**src/sv/sfa_pkg.sv**
```systemverilog
// Shared types, constants and helpers for the steering kernel.
`timescale 1ns / 1ps
package sfa_pkg;

    localparam int WORD_W        = 32;
    localparam int CFG_W         = 31;
    localparam int OP_W          = 3;
    localparam int IDX_W         = 2;
    localparam int FRAC_BITS_DEF = 16;
    localparam int MUL_A_W       = WORD_W + 1;
    localparam int PROD_W        = 2 * WORD_W;
    localparam int ROOT_W        = WORD_W;
    localparam int MUL_SPLIT     = 16;

    localparam logic [CFG_W-1:0] TOP_SPEED_RST  = 31'd65536;
    localparam logic [CFG_W-1:0] PREDICT_RST    = 31'd65536;
    localparam logic [CFG_W-1:0] SLOW_DIST_RST  = 31'd655360;

    typedef logic signed [WORD_W-1:0] word_t;

    typedef enum logic [OP_W-1:0] {
        OP_SEEK    = 3'd0,
        OP_FLEE    = 3'd1,
        OP_PURSUIT = 3'd2,
        OP_EVASION = 3'd3,
        OP_ARRIVAL = 3'd4
    } op_t;

    typedef enum logic [IDX_W-1:0] {
        REG_TOP_SPEED  = 2'd0,
        REG_PREDICTION = 2'd1,
        REG_SLOW_DIST  = 2'd2
    } reg_idx_t;

    typedef struct packed {
        logic predict;
        logic away;
        logic arrive;
    } mode_t;

    localparam logic signed [PROD_W-1:0] WORD_HI = 64'sh0000_0000_7FFF_FFFF;
    localparam logic signed [PROD_W-1:0] WORD_LO = -64'sh0000_0000_8000_0000;

    function automatic word_t sat_word(input logic signed [PROD_W-1:0] v);
        word_t r;
        if (v > WORD_HI)
            r = WORD_HI[WORD_W-1:0];
        else if (v < WORD_LO)
            r = WORD_LO[WORD_W-1:0];
        else
            r = v[WORD_W-1:0];
        return r;
    endfunction

endpackage

```
**src/sv/sfa_mul.sv**
```systemverilog
// Two-stage signed by unsigned multiplier, split into two partial products.
`timescale 1ns / 1ps
module sfa_mul #(
    parameter int TW = 1
) (
    input  logic                                 clk,
    input  logic                                 rst_n,
    input  logic                                 valid_in,
    input  logic signed [sfa_pkg::MUL_A_W-1:0]   a,
    input  logic [sfa_pkg::CFG_W-1:0]            b,
    input  logic [TW-1:0]                        tag_in,
    output logic                                 valid_out,
    output logic signed [sfa_pkg::PROD_W-1:0]    prod,
    output logic [TW-1:0]                        tag_out
);
    import sfa_pkg::*;

    localparam int HI_W = CFG_W - MUL_SPLIT;

    logic                               v1_reg;
    logic signed [MUL_A_W+MUL_SPLIT:0]  plo_reg;
    logic signed [MUL_A_W+HI_W:0]       phi_reg;
    logic [TW-1:0]                      t1_reg;
    logic signed [PROD_W-1:0]           prod_next;

    always_ff @(posedge clk or negedge rst_n)
    begin
        if (!rst_n)
        begin
            v1_reg    <= 1'b0;
            valid_out <= 1'b0;
        end
        else
        begin
            v1_reg    <= valid_in;
            valid_out <= v1_reg;
        end
    end

    always_ff @(posedge clk)
    begin
        plo_reg <= a * $signed({1'b0, b[MUL_SPLIT-1:0]});
        phi_reg <= a * $signed({1'b0, b[CFG_W-1:MUL_SPLIT]});
        t1_reg  <= tag_in;
        prod    <= prod_next;
        tag_out <= t1_reg;
    end

    assign prod_next = PROD_W'(plo_reg) + (PROD_W'(phi_reg) <<< MUL_SPLIT);

endmodule

```
**config.mk**
```make
export PLATFORM = sky130hd
export DESIGN_NAME = sfa_mul
export DESIGN_NICKNAME = d
export VERILOG_FILES = /design/src/sv/sfa_pkg.sv /design/src/sv/sfa_mul.sv
export SDC_FILE = /design/constraint.sdc
export NUM_CORES = 2
export LEC_CHECK = 0
export ABC_AREA = 1
export BUFFER_PORTS_ARGS = -buffer_cell sky130_fd_sc_hd__buf_2
export CORE_MARGIN = 2
export CORE_UTILIZATION = 30
export CTS_CLUSTER_DIAMETER = 80
export DETAILED_ROUTE_END_ITERATION = 16
export GPL_TIMING_DRIVEN = 0
export HOLD_SLACK_MARGIN = 0.1
export PLACE_DENSITY = 0.46
export SYNTH_ARGS = -nofsm -noshare
export SYNTH_HDL_FRONTEND = slang
export SYNTH_SLANG_ARGS = --single-unit
```
**constraint.sdc**
```tcl
create_clock -name clk -period 1.9 [get_ports clk]
set_clock_uncertainty 0.05 [all_clocks]
set_input_delay 0.19 -clock clk [delete_from_list [all_inputs] [get_ports clk]]
set_output_delay 0.19 -clock clk [all_outputs]
set_load 0.01 [all_outputs]
```
* After elaboration in Yosys (flattened, before gate mapping)
Cells that the tools add are included.
** Operators by class
- $add $sub $neg :: 1
- Multiply operators :: 2
** Operator list (count)
- $add A50 B64 Y64 :: 1
- $mul A33 B17 Y50 :: 1
- $mul A33 B16 Y48 :: 1
** Storage, ports and cells
- Register bits after elaboration :: 166
- Input bits :: 68
- Output and inout bits :: 66
- Logic and storage cells :: 10

* Logic depth before layout (Yosys ltp)
- Depth in word-level cells :: 1
- Mapped depth :: 29
- Mapped depth without buffers :: 27

* Worst setup path before layout
OpenSTA, ideal clock, no wires.
- Path type :: input-to-reg
- Start :: in b[4] (netlist name)
- End :: reg plo_reg[49]
- Library setup time :: 114 ps
- Data arrival time :: 5225 ps
- Data required time :: 1736 ps
- Setup slack :: -3489 ps
- Stages :: 22
- Buffers on the path :: 2
- Cell sequence :: clkbuf_1 -> clkbuf_1 -> nand2_1 -> inv_1 -> fa_1 -> fa_1 -> fa_1 -> fa_1 -> fa_1 -> inv_1 -> fa_1 -> inv_1 -> ha_1 -> nand2_1 -> inv_1 -> nand2_1 -> nor3_1 -> nand2_1 -> nor2_1 -> nand2_1 -> nand4_1 -> nand2_1
** Between the ends
- Longest elaborated chain between the ends :: 1
** Ends and longest elaborated chain
- start: declaration :: RTL line sfa_mul.sv:10 : input logic [sfa_pkg::CFG_W-1:0] b,
- $mul A33 B17 Y50 :: RTL line sfa_mul.sv:42 : plo_reg <= a * $signed({1'b0, b[MUL_SPLIT-1:0]});
- end signal: assignment :: RTL line sfa_mul.sv:42
- end: declaration :: RTL line sfa_mul.sv:21 : logic signed [MUL_A_W+MUL_SPLIT:0] plo_reg;
No other way between the ends.

* Final worst setup path
- Start :: in a[32] (netlist name)
- End :: reg plo_reg[46]
** Between the ends
- Longest elaborated chain between the ends :: 1
** Ends and longest elaborated chain
- start: declaration :: RTL line sfa_mul.sv:9 : input logic signed [sfa_pkg::MUL_A_W-1:0] a,
- $mul A33 B17 Y50 :: RTL line sfa_mul.sv:42
No other way between the ends.

==> metrics.yaml <==
grt_antenna_before_repair: 12
fin_area_sq_um: 64530
crit_type: "in2reg"
timing.rr.end: "prod[35]"
clockBufferDepth: 2
core_sq_um: 154000
htree_levels: 4
worst_pin_slew_ns: 0.8905
postRouteAntennaNets: 0
netlist_instances: 6519
rsz0062_at_grt: "yes"
arrival_ns: 5.49
drive_gt1_frac: 0.2943
drt_iter0_markers: 2935
crit_path_end: "plo_reg[46]"
status: "complete, but fails checks"
final-seq-area_sq_um: 3337
cp_max_fo: 7
yosysSeqAreaShare: 0.07156
r2r_start: "phi_reg[6]"
synth-seq-cells: 166
route.vias.total: 41850
synth.distinct_cells: 34
post_layout_nonfiller_instances: 9083
finalHoldViolations: 0
relSlewSlack: 0.4064
clkLatencyLatePin_ns: 0.45
fmax_mhz: 192.0
portBuffers: 102
start_util: 0.3024
grt_overflow: 0
cts_sinks: 166
fin_crit_sh: 2.741
period_needed_ns: 5.208
die_w_um: 398.0
cp-startpoint: "a[32]"
path_clk_slew_ns: 0.07
cp.required_ns: 2.18
final-setup-viol-count: 125
gp_congestion: 0.9907
wl_per_cell_um: 21.40
fp.dieH_um: 398.0
end_kind: "flop"
drv_slew: 0
synthToLayoutAreaGrowth_pct: 38.54
final_cell_mix: "inv_1, nand2_1, fa_1"
startpoint_type: "primary input"
pin_count: 134
synth-main-ff-cell: "dfxtp_1"
ctsRootBufferMaster: "clkbuf_16"
largest_reg_flops: 64
final_common_cell: "inv_1"
yosysWarnings: 0
grt_pass1_vias: 43980
grt_max_degree: 20
grtUsageTotal: 0.2476
num_rows: 144
ys_async_sr_fraction: 0.01205
grt_pass1_wl_um: 284700
place_area_sq_um: 52660
syn_avg_cell_area_sq_um: 7.145
viasPerCell: 4.608
totalWireLength_um: 194400
finalWorstSetupSlack_ns: -3.308
violations: "negative setup slack"
r2r_setup_slack_ns: -0.28
max_cap_viol_count: 0
synthesis.area_sq_um: 46580
cts_tree: "yes"
synth-edff-count: 0
finalNetCount: 8337
hpwl_um: 159500
reg2reg_depth: 9
multiInputGateArea_sq_um: 41040
syn_nets: 7832
dpl.cell_count: 8665
hold_class: "in2reg"
drt_pass1_iterations: 6
fill_cells: 15750
pre_cts_slack_ns: -4.729
holdWs_ns: 0.1545
die_area_sq_um: 158400
numCtsBuffers: 17
drc: 0
[worst min path at each step]
stage | startpoint | endpoint | slack (ns) | cells after the start
after floorplan | rst_n | v1_reg | -0.16 | 0
after global placement | rst_n | valid_out | -0.08 | 1
after detailed placement | rst_n | valid_out | -0.07 | 1
after CTS | b[0] | plo_reg[0] | 0.11 | 3
after global routing | b[0] | plo_reg[0] | 0.14 | 3
final | b[0] | plo_reg[0] | 0.15 | 3
[worst max-delay path: stages]
cell and delay [ns]:
buf_12 0.12, clkbuf_16 0.19, nand2_4 0.07, inv_2 0.04, fa_2 0.63, fa_2 0.50, buf_12 0.17, buf_6 0.11
fa_2 0.56, inv_2 0.04, fa_1 0.47, inv_1 0.05, fa_1 0.46, fa_1 0.54, ha_4 0.38, buf_6 0.14
nand2_2 0.05, inv_2 0.09, nand2_2 0.11, nor2_4 0.13, nand2_1 0.08, nor2_1 0.08, nand2_1 0.08, nand4_1 0.10
nand2_1 0.08
[per-layer routing]
metal	GRT usage	share of wire
met3	0.03469	0.070
met5	0	0.00012
met4	0.07745	0.038
met2	0.4087	0.46
met1	0.3342	0.43
[area by class of cell]
| type | instances | share of cell area |
|---|---|---|
| antenna | 2 | 0.00007756 |
| buffer | 222 | 0.07031 |
| clock buffer | 17 | 0.006593 |
| clock inverter | 15 | 0.002676 |
| inverter | 2029 | 0.1194 |
| multi-input combinational | 4101 | 0.6360 |
| sequential | 166 | 0.05171 |
| tap | 2044 | 0.03963 |
| timing repair buffer | 487 | 0.07362 |
[cell usage after synthesis, drive strengths merged, types with 2 or more instances]
| library cell | count | share of area |
|---|---|---|
| dfrtp | 2 | 0.0011 |
| o211ai | 3 | 0.00070 |
| nand3 | 144 | 0.016 |
| o21bai | 27 | 0.0044 |
| ha | 279 | 0.075 |
| fa | 966 | 0.42 |
| xnor2 | 29 | 0.0055 |
| nand3b | 6 | 0.00097 |
| xor2 | 53 | 0.010 |
| or2 | 2 | 0.00027 |
| nor2 | 220 | 0.019 |
| inv | 2029 | 0.16 |
| and2 | 4 | 0.00054 |
| buf | 16 | 0.0013 |
| nand2 | 2126 | 0.17 |
| nand4 | 45 | 0.0060 |
| a21oi | 130 | 0.014 |
| dfxtp | 164 | 0.070 |
| nor3 | 37 | 0.0045 |
| o21ai | 25 | 0.0027 |
| clkbuf | 207 | 0.017 |
| a21o | 3 | 0.00048 |
[kinds of logic after synthesis]
logic type	synth area share
adder cells (fa/ha/maj)	0.4901
AO/OA/AOI/OAI	0.02235
buffers and inverters	0.1815
AND/OR/NAND/NOR	0.2190
XOR/XNOR	0.01542
flip-flops	0.07156
[what timing repair did]
item / CTS / global route
gates cloned: 20 / 2
pin swaps: 517 / 477
endpoints found under the hold margin: 5 / 0
endpoints found under the setup margin: 131 / 133
setup buffers: 243 / 118
hold buffers: 5 / 0
gates resized for setup: 1327 / 608
[metrics by stage]
stage / TNS, ns / utilization
after global placement: -374.53 / 0.3418
after floorplan: -240.43 / -
after detailed placement: -373.70 / 0.3418
after global routing: -270.63 / 0.4189
after CTS: -255.30 / 0.3990
final: -254.83 / 0.4189
Power is not shown: default switching activity piles up to over one toggle a cycle in this logic, so the estimate is an artifact.
